### src/rtl/core/gpks_pkg.sv
// ----------------------------------------------------------------------------
// GNSS position smoother package
// Field widths and configuration register indexes shared by the channel
// interfaces and the smoother core.
// ----------------------------------------------------------------------------
package gpks_pkg;

  // Payload field widths.
  localparam int unsigned LAT_W     = 31;
  localparam int unsigned LON_W     = 32;
  localparam int unsigned NOISE_W   = 48;
  localparam int unsigned CFG_IDX_W = 1;

  // Width of one multiplier digit in the shared multiply unit.
  localparam int unsigned MUL_CHUNK_W = 16;

  // Configuration register indexes.
  localparam logic [CFG_IDX_W-1:0] CFG_PROCESS_NOISE     = 1'b0;
  localparam logic [CFG_IDX_W-1:0] CFG_MEASUREMENT_NOISE = 1'b1;

  // Register values after reset.
  localparam logic [NOISE_W-1:0] PROCESS_NOISE_RST     = 48'd2814750;
  localparam logic [NOISE_W-1:0] MEASUREMENT_NOISE_RST = 48'd2814749767;

endpackage

### src/rtl/core/gpks_if.sv
// ----------------------------------------------------------------------------
// GNSS position smoother channel interfaces
// Valid/ready channels for fixes, smoothed results and register writes.
// ----------------------------------------------------------------------------
interface gpks_fix_if;
  logic                                 valid;
  logic                                 ready;
  logic signed [gpks_pkg::LAT_W-1:0]    fix_latitude;
  logic signed [gpks_pkg::LON_W-1:0]    fix_longitude;
  logic                                 fix_valid;
  logic                                 restart;

  modport source (output valid, fix_latitude, fix_longitude, fix_valid, restart,
                  input ready);
  modport sink (input valid, fix_latitude, fix_longitude, fix_valid, restart,
                output ready);
endinterface

interface gpks_res_if;
  logic                                 valid;
  logic                                 ready;
  logic signed [gpks_pkg::LAT_W-1:0]    smoothed_latitude;
  logic signed [gpks_pkg::LON_W-1:0]    smoothed_longitude;
  logic                                 first_after_restart;

  modport source (output valid, smoothed_latitude, smoothed_longitude,
                  first_after_restart, input ready);
  modport sink (input valid, smoothed_latitude, smoothed_longitude,
                first_after_restart, output ready);
endinterface

interface gpks_cfg_if;
  logic                                 valid;
  logic                                 ready;
  logic [gpks_pkg::CFG_IDX_W-1:0]       reg_index;
  logic [gpks_pkg::NOISE_W-1:0]         wr_data;

  modport source (output valid, reg_index, wr_data, input ready);
  modport sink (input valid, reg_index, wr_data, output ready);
endinterface

### src/rtl/core/gnss_position_kalman_smoother.sv
// ----------------------------------------------------------------------------
// GNSS position Kalman smoother
// Scalar Kalman filter over latitude and longitude with one shared variance.
// ----------------------------------------------------------------------------
// Usage:
//   fix_i takes one GNSS fix per transfer; res_o gives at most one smoothed
//   position per fix; cfg_i writes the process noise (index 0) and the
//   measurement noise (index 1) and is always ready. Write it only while idle.
//   An invalid fix gives no result. The first valid fix after reset or after a
//   restart loads the estimates unfiltered and sets the variance to 1.0.
// Timing:
//   fix_i is ready only in the idle state. An invalid fix leaves the core idle;
//   an initializing fix goes straight to the finish state, which registers its
//   result. A filtered fix runs two updates, latitude then longitude, each
//   through prepare, divide, gain multiply, apply and variance multiply.
//   A zero denominator skips the divide steps of its update. The gain comes
//   from a restoring divider; the multiplier works in 16-bit digits.
// Reset and stall:
//   Reset clears the estimates and the result valid flag, sets the variance to
//   1.0 and loads the noise registers with their defaults. A result waits in
//   its output register while res_o is stalled; the core holds the next
//   finished result until that register frees up.
// ----------------------------------------------------------------------------
module gnss_position_kalman_smoother #(
  parameter int unsigned VARIANCE_FRAC_BITS = 48
) (
  input  logic           clk_i,
  input  logic           rst_ni,
  gpks_fix_if.sink       fix_i,
  gpks_res_if.source     res_o,
  gpks_cfg_if.sink       cfg_i
);

  localparam int unsigned F   = VARIANCE_FRAC_BITS;
  localparam int unsigned VW  = F + 1;
  localparam int unsigned NW  = gpks_pkg::NOISE_W;
  localparam int unsigned SW  = ((VW > NW) ? VW : NW) + 1;
  localparam int unsigned RW  = SW + 1;
  localparam int unsigned CW  = gpks_pkg::MUL_CHUNK_W;
  localparam int unsigned NCH = (VW + CW - 1) / CW;
  localparam int unsigned MW  = NCH * CW;
  localparam int unsigned PW  = VW + MW;
  localparam int unsigned DCW = $clog2(F);
  localparam int unsigned MCW = (NCH > 1) ? $clog2(NCH) : 1;
  localparam int unsigned LTW = gpks_pkg::LAT_W;
  localparam int unsigned LNW = gpks_pkg::LON_W;

  localparam logic [VW-1:0] VAR_MAX = '1;
  localparam logic [VW-1:0] ONE     = {1'b1, {F{1'b0}}};

  typedef enum logic [3:0] {
    ST_IDLE,
    ST_PREP,
    ST_DIV_INIT,
    ST_DIV,
    ST_GAIN,
    ST_MUL_GAIN,
    ST_APPLY,
    ST_MUL_VAR,
    ST_VAR_UPD,
    ST_FINISH
  } state_e;

  state_e                  state_q;
  logic                    axis_q;
  logic                    primed_q;
  logic [VW-1:0]           var_q;
  logic [LTW-1:0]          est_lat_q;
  logic [LNW-1:0]          est_lon_q;
  logic [NW-1:0]           pnoise_q;
  logic [NW-1:0]           mnoise_q;
  logic                    out_valid_q;
  logic                    first_q;

  // Datapath registers.
  logic signed [LNW-1:0]   e_q;
  logic signed [LNW-1:0]   m_q;
  logic [LNW-1:0]          lon_meas_q;
  logic [VW-1:0]           v_q;
  logic [SW-1:0]           d_q;
  logic [RW-1:0]           rem_q;
  logic [VW-1:0]           gain_q;
  logic [DCW-1:0]          dcnt_q;
  logic                    neg_q;
  logic [VW-1:0]           ma_q;
  logic [MW-1:0]           mb_q;
  logic [PW-1:0]           acc_q;
  logic [MCW-1:0]          mcnt_q;
  logic [LTW-1:0]          res_lat_q;
  logic [LNW-1:0]          res_lon_q;
  logic                    res_first_q;

  logic                    fix_xfer;
  logic                    res_xfer;
  logic                    out_free;
  logic [SW-1:0]           v_sum;
  logic [VW-1:0]           v_sat;
  logic [SW-1:0]           d_sum;
  logic [RW-1:0]           rem_sh;
  logic                    rem_ge;
  logic [RW-1:0]           rem_nxt;
  logic [LNW:0]            diff;
  logic [LNW:0]            mag;
  logic [VW+CW-1:0]        pp;
  logic [PW-1:0]           acc_nxt;
  logic [LNW-1:0]          delta;
  logic [LNW:0]            e_new;

  assign fix_xfer = fix_i.valid && fix_i.ready;
  assign res_xfer = res_o.valid && res_o.ready;
  assign out_free = !out_valid_q || res_o.ready;

  assign fix_i.ready = (state_q == ST_IDLE);
  assign cfg_i.ready = 1'b1;

  assign res_o.valid               = out_valid_q;
  assign res_o.smoothed_latitude   = res_lat_q;
  assign res_o.smoothed_longitude  = res_lon_q;
  assign res_o.first_after_restart = res_first_q;

  // Variance grows by the process noise and saturates at its field maximum.
  assign v_sum = SW'(var_q) + SW'(pnoise_q);
  assign v_sat = (v_sum > SW'(VAR_MAX)) ? VAR_MAX : v_sum[VW-1:0];
  assign d_sum = SW'(v_sat) + SW'(mnoise_q);

  // One restoring division step per cycle.
  assign rem_sh  = {rem_q[RW-2:0], 1'b0};
  assign rem_ge  = (rem_sh >= RW'(d_q));
  assign rem_nxt = rem_ge ? (rem_sh - RW'(d_q)) : rem_sh;

  assign diff = {m_q[LNW-1], m_q} - {e_q[LNW-1], e_q};
  assign mag  = diff[LNW] ? (~diff + 1'b1) : diff;

  // Multiply one 16-bit digit of the multiplier per cycle, most significant first.
  assign pp      = ma_q * mb_q[MW-1 -: CW];
  assign acc_nxt = {acc_q[PW-CW-1:0], {CW{1'b0}}} + PW'(pp);

  assign delta = acc_q[F +: LNW];
  assign e_new = neg_q ? ({e_q[LNW-1], e_q} - {1'b0, delta})
                       : ({e_q[LNW-1], e_q} + {1'b0, delta});

  always_ff @(posedge clk_i or negedge rst_ni) begin
    if (!rst_ni) begin
      state_q     <= ST_IDLE;
      axis_q      <= 1'b0;
      primed_q    <= 1'b0;
      var_q       <= ONE;
      est_lat_q   <= '0;
      est_lon_q   <= '0;
      pnoise_q    <= gpks_pkg::PROCESS_NOISE_RST;
      mnoise_q    <= gpks_pkg::MEASUREMENT_NOISE_RST;
      out_valid_q <= 1'b0;
      first_q     <= 1'b0;
    end else begin
      if (cfg_i.valid && cfg_i.ready) begin
        unique case (cfg_i.reg_index)
          gpks_pkg::CFG_PROCESS_NOISE:     pnoise_q <= cfg_i.wr_data;
          gpks_pkg::CFG_MEASUREMENT_NOISE: mnoise_q <= cfg_i.wr_data;
          default: ;
        endcase
      end
      if (state_q == ST_FINISH && out_free) begin
        out_valid_q <= 1'b1;
      end else if (res_xfer) begin
        out_valid_q <= 1'b0;
      end
      unique case (state_q)
        ST_IDLE: begin
          if (fix_xfer) begin
            axis_q <= 1'b0;
            if (fix_i.fix_valid) begin
              // A restart in the same transfer makes this the initializing fix.
              if (!primed_q || fix_i.restart) begin
                est_lat_q <= fix_i.fix_latitude;
                est_lon_q <= fix_i.fix_longitude;
                var_q     <= ONE;
                primed_q  <= 1'b1;
                first_q   <= 1'b1;
                state_q   <= ST_FINISH;
              end else begin
                first_q <= 1'b0;
                state_q <= ST_PREP;
              end
            end else if (fix_i.restart) begin
              primed_q <= 1'b0;
            end
          end
        end
        ST_PREP: begin
          state_q <= ST_DIV_INIT;
        end
        ST_DIV_INIT: begin
          // A zero denominator skips the division and leaves the gain at one LSB.
          state_q <= (d_q == '0) ? ST_GAIN : ST_DIV;
        end
        ST_DIV: begin
          if (dcnt_q == DCW'(F - 1)) begin
            state_q <= ST_GAIN;
          end
        end
        ST_GAIN: begin
          state_q <= ST_MUL_GAIN;
        end
        ST_MUL_GAIN: begin
          if (mcnt_q == '0) begin
            state_q <= ST_APPLY;
          end
        end
        ST_APPLY: begin
          if (axis_q) begin
            est_lon_q <= e_new[LNW-1:0];
          end else begin
            est_lat_q <= e_new[LTW-1:0];
          end
          state_q <= ST_MUL_VAR;
        end
        ST_MUL_VAR: begin
          if (mcnt_q == '0) begin
            state_q <= ST_VAR_UPD;
          end
        end
        ST_VAR_UPD: begin
          var_q <= acc_q[F +: VW];
          if (axis_q) begin
            state_q <= ST_FINISH;
          end else begin
            axis_q  <= 1'b1;
            state_q <= ST_PREP;
          end
        end
        ST_FINISH: begin
          if (out_free) begin
            state_q <= ST_IDLE;
          end
        end
        default: state_q <= ST_IDLE;
      endcase
    end
  end

  always_ff @(posedge clk_i) begin
    unique case (state_q)
      ST_IDLE: begin
        e_q        <= {est_lat_q[LTW-1], est_lat_q};
        m_q        <= {fix_i.fix_latitude[LTW-1], fix_i.fix_latitude};
        lon_meas_q <= fix_i.fix_longitude;
      end
      ST_PREP: begin
        v_q <= v_sat;
        d_q <= d_sum;
      end
      ST_DIV_INIT: begin
        dcnt_q <= '0;
        if (SW'(v_q) >= d_q) begin
          gain_q <= VW'(1);
          rem_q  <= RW'(SW'(v_q) - d_q);
        end else begin
          gain_q <= '0;
          rem_q  <= RW'(v_q);
        end
      end
      ST_DIV: begin
        rem_q  <= rem_nxt;
        gain_q <= {gain_q[VW-2:0], rem_ge};
        dcnt_q <= dcnt_q + 1'b1;
      end
      ST_GAIN: begin
        neg_q  <= diff[LNW];
        ma_q   <= VW'(mag[LNW-1:0]);
        mb_q   <= MW'(gain_q);
        acc_q  <= '0;
        mcnt_q <= MCW'(NCH - 1);
      end
      ST_MUL_GAIN, ST_MUL_VAR: begin
        acc_q  <= acc_nxt;
        mb_q   <= mb_q << CW;
        mcnt_q <= mcnt_q - 1'b1;
      end
      ST_APPLY: begin
        ma_q   <= v_q;
        mb_q   <= MW'(ONE - gain_q);
        acc_q  <= '0;
        mcnt_q <= MCW'(NCH - 1);
      end
      ST_VAR_UPD: begin
        e_q <= est_lon_q;
        m_q <= lon_meas_q;
      end
      ST_FINISH: begin
        if (out_free) begin
          res_lat_q   <= est_lat_q;
          res_lon_q   <= est_lon_q;
          res_first_q <= first_q;
        end
      end
      default: ;
    endcase
  end

`ifndef NO_ASSERTIONS
  a_gain_bound: assert property (@(posedge clk_i) disable iff (!rst_ni)
    state_q == ST_GAIN |-> gain_q <= ONE)
    else $error("gain above one");

  a_delta_bound: assert property (@(posedge clk_i) disable iff (!rst_ni)
    state_q == ST_APPLY |-> VW'(delta) <= ma_q)
    else $error("estimate step larger than the innovation");

  a_result_hold: assert property (@(posedge clk_i) disable iff (!rst_ni)
    res_o.valid && !res_o.ready |=> res_o.valid && $stable(res_o.smoothed_latitude)
      && $stable(res_o.smoothed_longitude) && $stable(res_o.first_after_restart))
    else $error("stalled result changed or dropped");

  a_result_source: assert property (@(posedge clk_i) disable iff (!rst_ni)
    $rose(out_valid_q) |-> $past(state_q == ST_FINISH))
    else $error("result raised outside the finish state");
`endif

endmodule

### src/flat_wrapper.sv
// flat-port wrapper written by rule: the top's interface ports become plain ports
module gnss_position_kalman_smoother_flat 
#(
  parameter int unsigned VARIANCE_FRAC_BITS = 48
)
  (clk_i, rst_ni, fix_i_valid, fix_i_fix_latitude, fix_i_fix_longitude, fix_i_fix_valid, fix_i_restart, fix_i_ready, res_o_valid, res_o_smoothed_latitude, res_o_smoothed_longitude, res_o_first_after_restart, res_o_ready, cfg_i_valid, cfg_i_reg_index, cfg_i_wr_data, cfg_i_ready);
  gpks_fix_if fix_i_i ();
  gpks_res_if res_o_i ();
  gpks_cfg_if cfg_i_i ();
  input  logic clk_i;
  input  logic rst_ni;
  input wire logic [$bits(fix_i_i.valid)-1:0] fix_i_valid;
  input wire logic [$bits(fix_i_i.fix_latitude)-1:0] fix_i_fix_latitude;
  input wire logic [$bits(fix_i_i.fix_longitude)-1:0] fix_i_fix_longitude;
  input wire logic [$bits(fix_i_i.fix_valid)-1:0] fix_i_fix_valid;
  input wire logic [$bits(fix_i_i.restart)-1:0] fix_i_restart;
  output wire logic [$bits(fix_i_i.ready)-1:0] fix_i_ready;
  output wire logic [$bits(res_o_i.valid)-1:0] res_o_valid;
  output wire logic [$bits(res_o_i.smoothed_latitude)-1:0] res_o_smoothed_latitude;
  output wire logic [$bits(res_o_i.smoothed_longitude)-1:0] res_o_smoothed_longitude;
  output wire logic [$bits(res_o_i.first_after_restart)-1:0] res_o_first_after_restart;
  input wire logic [$bits(res_o_i.ready)-1:0] res_o_ready;
  input wire logic [$bits(cfg_i_i.valid)-1:0] cfg_i_valid;
  input wire logic [$bits(cfg_i_i.reg_index)-1:0] cfg_i_reg_index;
  input wire logic [$bits(cfg_i_i.wr_data)-1:0] cfg_i_wr_data;
  output wire logic [$bits(cfg_i_i.ready)-1:0] cfg_i_ready;
  assign fix_i_i.valid = fix_i_valid;
  assign fix_i_i.fix_latitude = fix_i_fix_latitude;
  assign fix_i_i.fix_longitude = fix_i_fix_longitude;
  assign fix_i_i.fix_valid = fix_i_fix_valid;
  assign fix_i_i.restart = fix_i_restart;
  assign fix_i_ready = fix_i_i.ready;
  assign res_o_valid = res_o_i.valid;
  assign res_o_smoothed_latitude = res_o_i.smoothed_latitude;
  assign res_o_smoothed_longitude = res_o_i.smoothed_longitude;
  assign res_o_first_after_restart = res_o_i.first_after_restart;
  assign res_o_i.ready = res_o_ready;
  assign cfg_i_i.valid = cfg_i_valid;
  assign cfg_i_i.reg_index = cfg_i_reg_index;
  assign cfg_i_i.wr_data = cfg_i_wr_data;
  assign cfg_i_ready = cfg_i_i.ready;
  gnss_position_kalman_smoother #(.VARIANCE_FRAC_BITS(VARIANCE_FRAC_BITS)) u_core (.clk_i(clk_i), .rst_ni(rst_ni), .fix_i(fix_i_i), .res_o(res_o_i), .cfg_i(cfg_i_i));
endmodule
### config.mk
export PLATFORM = sky130hd
export DESIGN_NAME = gnss_position_kalman_smoother_flat
export DESIGN_NICKNAME = d
export VERILOG_FILES = /design/src/rtl/core/gpks_pkg.sv /design/src/rtl/core/gpks_if.sv /design/src/rtl/core/gnss_position_kalman_smoother.sv /design/src/flat_wrapper.sv
export SDC_FILE = /design/constraint.sdc
export NUM_CORES = 2
export LEC_CHECK = 0
export BUFFER_PORTS_ARGS = -buffer_cell sky130_fd_sc_hd__buf_4
export CAP_MARGIN = 0
export CORE_ASPECT_RATIO = 1.25
export CORE_UTILIZATION = 43
export CTS_CLUSTER_DIAMETER = 50
export DETAILED_ROUTE_END_ITERATION = 16
export SYNTH_ARGS = -nofsm -noshare
export SYNTH_HDL_FRONTEND = slang
export SYNTH_SLANG_ARGS = --single-unit
### constraint.sdc
create_clock -name clk_i -period 20.6 [get_ports clk_i]
set_clock_uncertainty 0.2 [all_clocks]
set_input_delay 1.03 -clock clk_i [delete_from_list [all_inputs] [get_ports clk_i]]
set_output_delay 1.03 -clock clk_i [all_outputs]
set_load 0.005 [all_outputs]
# After elaboration in Yosys (flattened, before gate mapping)
# Index checks and enable logic that the tools add are counted.
# totals
reg_bits	793
latchBits	0
mem_bits_rw	0
rom_bits	0
inputBits	119
word_cells	141
memories	0
# classes
addsub	12
mul	1
div	0
magnitude_cmp	3
n_eq_ne	20
n_shift	0
mux	47
bitwise_logic	2
reduce_logical	30
# op_table
operator	n
49-bit case mux with 2 select lines	3
49-bit two-way mux	4
97-bit case mux with 2 select lines	1
32-bit two-way mux	6
32-bit case mux with 2 select lines	3
64-bit case mux with 3 select lines	1
31-bit two-way mux	4
49-bit by 48-bit adder with 50-bit output	2
50-bit two-way mux	2
50-bit case mux with 2 select lines	1
97-bit by 65-bit adder with 97-bit output	1
49-bit by 16-bit multiplier with 65-bit output	1
31-bit case mux with 2 select lines	1
51-bit by 50-bit >= comparator with 1-bit output	1
49-bit by 50-bit >= comparator with 1-bit output	1
50-bit by 49-bit > comparator with 1-bit output (second input constant)	1
50-bit zero test	1
49-bit by 49-bit subtractor with 50-bit output (first input constant)	1
49-bit by 50-bit subtractor with 50-bit output	1
50-bit subtractor	1
4-bit case mux with 10 select lines	1
32-bit by 32-bit subtractor with 33-bit output	1
32-bit by 1-bit adder with 32-bit output (second input constant)	1
32-bit adder	1
other kinds (31)	74

# Logic depth before layout (Yosys ltp)
# logic_depth
word_depth	6
ltp_mapped	29
ltp_nobuf	26

# Least setup slack after synthesis
# No wires, ideal clock.
# synth_path
path_kind	register -> register
start	register u_core.state_q[3]
end	register u_core.mb_q[25], data pin
setup_time_ps	261
arrival_ps	9365
required_time_ps	20139
setup_slack_ps	10774
path_stages_with_launch	8
n_path_buf	2
cell_sequence	dfrtp_1 > clkbuf_1 > nor2_1 > nand2_1 > nand2_1 > clkbuf_1 > o21ai_0 > a221o_1
# synth_via
elab_chain_len	3
elab_cells_between_ends	6
cone_classes	eq/ne: 4; mux: 1; reduce/logical: 1
# synth_lines
item	line_no	rtl
from (decl)	gnss_position_kalman_smoother.sv:64	state_e state_q;
from (signal assigned)	gnss_position_kalman_smoother.sv:194	state_q <= (d_q == '0) ? ST_GAIN : ST_DIV;
4-bit by 3-bit equality test with 1-bit output	gnss_position_kalman_smoother.sv:242	unique case (state_q)
2-bit OR reduction	gnss_position_kalman_smoother.sv:242	
64-bit case mux with 3 select lines *	gnss_position_kalman_smoother.sv:242	
to (signal assigned)	gnss_position_kalman_smoother.sv:270	mb_q <= MW'(gain_q);
to (signal assigned)	gnss_position_kalman_smoother.sv:276	mb_q <= mb_q << CW;
to (signal assigned)	gnss_position_kalman_smoother.sv:281	mb_q <= MW'(ONE - gain_q);
to (decl)	gnss_position_kalman_smoother.sv:86	logic [MW-1:0] mb_q;
# Mark *: on every way between the ends. The rest lies on a longest branch, timed or not.
# A chain may end at the register's enable or synchronous reset.

# Final worst setup path
# layout_path
start	register u_core.ma_q[6]
end	register u_core.acc_q[89], data pin
# layout_via
elab_chain_len	3
# layout_lines
item	line_no	rtl
from (decl)	gnss_position_kalman_smoother.sv:85	logic [VW-1:0] ma_q;
from (signal assigned)	gnss_position_kalman_smoother.sv:269	ma_q <= VW'(mag[LNW-1:0]);
from (signal assigned)	gnss_position_kalman_smoother.sv:280	ma_q <= v_q;
49-bit by 16-bit multiplier with 65-bit output	gnss_position_kalman_smoother.sv:135	assign pp = ma_q * mb_q[MW-1 -: CW];
97-bit by 65-bit adder with 97-bit output	gnss_position_kalman_smoother.sv:136	assign acc_nxt = {acc_q[PW-CW-1:0], {CW{1'b0}}} + PW'(pp);
97-bit case mux with 2 select lines	gnss_position_kalman_smoother.sv:242	
to (signal assigned)	gnss_position_kalman_smoother.sv:275	acc_q <= acc_nxt;
to (decl)	gnss_position_kalman_smoother.sv:87	logic [PW-1:0] acc_q;
# Every way passes these cells.

==> impl_metrics.sql <==
INSERT INTO impl_metrics (metric_group, metric, value, unit) VALUES
('timing', 'maxClockFrequency', '113.1', 'MHz'),
('global_routing', 'number_of_antenna_violations_at_the_first_check_in_global_routing', '8', ''),
('yosys', 'syn_area', '74220', 'um2'),
('critical_path', 'worst-path-max-fanout', '28', ''),
('die', 'design.die.area', '174300', 'um2'),
('die', 'horizontal_die_dimension', '373.6', 'um'),
('yosys', 'fraction_of_synthesized_cell_area_in_xor_and_xnor_cells', '3.918', '%'),
('yosys', 'synth-seq-cells', '793', ''),
('yosys', 'synth.yosys.seq_area_share', '30.68', '%'),
('place', 'gp_congestion', '0.9843', ''),
('critical_path', 'slowest_delay', '1.03', 'ns'),
('yosys', 'synth_commonest_cells', '1311 x nand2_1, 1099 x inv_1, 711 x fa_1', ''),
('timing', 'report.final.hold_viol_count', '0', ''),
('cts', 'clk-insertion-delay-late', '0.74', 'ns'),
('global_routing', 'grt_pass1_vias', '59286', ''),
('yosys', 'synth_nets', '9309', ''),
('flow_run', 'cap_violations', '0', ''),
('yosys', 'synth_fa_ha_area_share', '26.19', '%'),
('critical_path', 'path_cells', 'nand2_1, fa_1, inv_1, fa_1, inv_1, fa_1, inv_1, fa_1, inv_1, fa_1, fa_1, inv_1, ha_1, and3_1, nand4_1, o31ai_1, a31oi_1, o21ai_0, a31oi_2, buf_4, or4_1, a21oi_1', ''),
('timing', 'fin_tns_setup', '0', 'ns'),
('critical_path', 'critPathKind', 'reg -> reg', ''),
('critical_path', 'crit_path_end_kind', 'register', ''),
('worst_hold_path', 'timing.hold.worst.class', 'in -> async', ''),
('critical_path', 'worst_path_most_repeated_cell', 'fa_1', ''),
('yosys', 'synth_mux_area_share', '1.935', '%'),
('yosys', 'synth_top_family_by_area', 'adder cells', ''),
('cts', 'post_cts_buffers', '0', ''),
('timing', 'finalCritPeriodShare', '42.90', '%'),
('yosys', 'synth_enable_flop_cells', '577', ''),
('critical_path', 'cp.buffers_inverters', '6', ''),
('cts', 'clock_tree.root_cell', 'clkbuf_16', ''),
('global_routing', 'maximum_number_of_pins_on_one_net_before_global_route_repair', '164', ''),
('routing', 'antenna_left', '0', ''),
('routing', 'finalWirelength', '224800', 'um'),
('routing', 'drc_errors', '0', ''),
('cts', 'postcts_resize_cnt', '0', ''),
('yosys', 'yosys-top-cells-area', 'edfxtp_1 23%, fa_1 19%, ha_1 7.0%', ''),
('timing', 'grt_setup_unrepaired', 'no', ''),
('place', 'dpl.cell_count', '10147', ''),
('yosys', 'synth_simple_gate_area_share', '16.64', '%'),
('final_layout', 'area_growth', '8.659', '%'),
('cts', 'postCtsHoldBufs', '0', ''),
('timing', 'timing.max_slew.rel_slack', '19.12', '%'),
('die', 'start_util', '43.29', '%'),
('cts', 'cts.reportedPaths.clkPinSlew', '0.07', 'ns'),
('yosys', 'synthArstFlopShare', '27.24', '%'),
('place', 'numPortBuffers', '184', ''),
('cts', 'tritoncts_clock_tree', 'done', ''),
('cts', 'cts.htree.levels', '3', ''),
('die', 'design.core.area', '171400', 'um2'),
('global_routing', 'wire_length_of_the_first_global_routing_pass', '348400', 'um'),
('timing', 'slew_viol_final', '0', ''),
('routing', 'vias', '57915', ''),
('routing', 'drt_pre_antenna_iters', '6', ''),
('yosys', 'synthesis.area_per_instance', '9.205', 'um2'),
('critical_path', 'critical_path.slowest_cell', 'o31ai_1', ''),
('die', 'top_level_ports', '186', ''),
('critical_path', 'path_delay_family', 'adder cells', ''),
('yosys', 'synth_top_flop_cell', 'edfxtp_1', ''),
('timing', 'post-route-min-period', '8.838', 'ns'),
('die', 'chipHeight', '466.5', 'um'),
('final_layout', 'final_nets', '9252', ''),
('yosys', 'synth.yosys.warnings', '0', ''),
('place', 'hpwl', '173900', 'um'),
('run_status', 'run_status', 'finished, final reports clean', ''),
('routing', 'post_drt_via_cell_ratio', '5.609', ''),
('timing', 'setup_viol_count_final', '0', ''),
('cts', 'cts.sink_count', '793', ''),
('cts', 'cts_buffers', '93', ''),
('yosys', 'yosysMostFrequentCell', 'nand2_1', ''),
('final_layout', 'finalNonFillerCells', '10326', '');
-- placed cells by master, fill, tap and decap left out, types with 18 or more instances in the layout --
cell       netlist  layout
o211ai_1        28      28
fa_1           711     711
inv_1         1099    1098
nand4_1         74      74
a21oi_1        439     439
o21a_1          34      34
o21ai_0        340     339
nor2_1         377     373
nand2b_1        38      38
o31ai_1         46      46
a221o_1         29      29
xnor2_1        194     194
a31oi_1         84      83
a211oi_1        77      77
mux2i_1         31      31
nor3b_1         19      18
or4_1           29      29
edfxtp_1       577     577
nor3_1         100      99
nor4_1          43      43
nand2_1       1311    1307
ha_1           416     416
a21o_1         210     210
xor2_1         138     138
o21bai_1        55      55
clkbuf_16        0      96
nor2b_1         49      48
and3_1         124     124
and2_1         258     256
mux2_2         100     100
dfstp_2         31      31
nand3_1        147     147
dfrtp_1        185     184
buf_4            2     239
or3_1           45      45
-- registers in the layout, indices dropped and copies added (netlist names), 2 cells and up --
signal / count
u_core.gain_q: 49
u_core.res_o.smoothed_longitude: 32
u_core.dcnt_q: 6
u_core.pnoise_q: 48
u_core.mcnt_q: 2
u_core.ma_q: 49
u_core.acc_q: 97
u_core.d_q: 50
u_core.mnoise_q: 48
u_core.state_q: 4
u_core.res_o.smoothed_latitude: 31
u_core.mb_q: 64
u_core.rem_q: 50
u_core.e_q: 32
u_core.est_lon_q: 32
u_core.var_q: 49
u_core.m_q: 32
u_core.lon_meas_q: 32
u_core.v_q: 49
u_core.est_lat_q: 31
-- metal layers --
metal | wire length, um | track usage (%) | up-vias
li1 | - | - | 26870
met1 | 91660 | 32.19 | 28791
met2 | 111300 | 45.13 | 1779
met3 | 10360 | 2.301 | 473
met4 | 11480 | 12.47 | 2
met5 | 13 | 0 | -
-- area by class of cell --
| type | count | area [um2] | share of cell area, % |
|---|---|---|---|
| diodes | 6 | 15.01 | 0.01862 |
| clock inverters | 58 | 718.2 | 0.8906 |
| well taps | 2236 | 2798 | 3.469 |
| inverters | 1100 | 4136 | 5.129 |
| flip-flops and latches | 793 | 22770 | 28.24 |
| multi-input cells | 5777 | 45840 | 56.84 |
| repair buffers | 241 | 1829 | 2.268 |
| clock buffers | 115 | 2534 | 3.142 |
-- cell families after synthesis --
family / count (synthesis)
DFF: 793
AOI/OAI and AO/OA: 1515
muxes: 131
and+or+nand+nor: 2671
xor gates and xnor gates: 332
other: 1
buffers and inverters: 1493
adders and majority gates: 1127
-- worst max path at each step --
stage,startpoint,endpoint,slack (ns),depth (start not counted)
floorplan,u_core.state_q[3],u_core.mb_q[25],10.77,7
global placement,u_core.mb_q[55],u_core.acc_q[95],12.04,23
detailed placement,u_core.mb_q[55],u_core.acc_q[89],11.96,23
CTS,u_core.mb_q[55],u_core.acc_q[95],11.93,23
global route,u_core.mb_q[52],u_core.acc_q[79],11.38,23
finish,u_core.ma_q[6],u_core.acc_q[89],11.76,22
-- stage by stage --
stage	area (um2)	util (%)	setup WS, ns
2_1_floorplan	74220	-	10.77
3_3_place_gp	77380	45.13	12.04
3_5_place_dp	77380	45.13	11.96
4_1_cts	80630	47.03	11.93
5_1_grt	80630	47.03	11.38
6_report	80640	47.04	11.76
-- worst register-to-register path, stage by stage, from the launching register on --
cell and delay (ns):
edfxtp_1 0.95, nand2_1 0.19, fa_1 0.55, inv_1 0.06
fa_1 0.49, inv_1 0.05, fa_1 0.54, inv_1 0.06
fa_1 0.50, inv_1 0.06, fa_1 0.40, fa_1 0.53
inv_1 0.05, ha_1 0.38, and3_1 0.24, nand4_1 0.16
o31ai_1 1.03, a31oi_1 0.49, o21ai_0 0.59, a31oi_2 0.17
buf_4 0.25, or4_1 0.55, a21oi_1 0.17
Power is left out: the tool's default activity adds up to more than one toggle a clock period on the data nets, which glitch-free logic cannot reach.
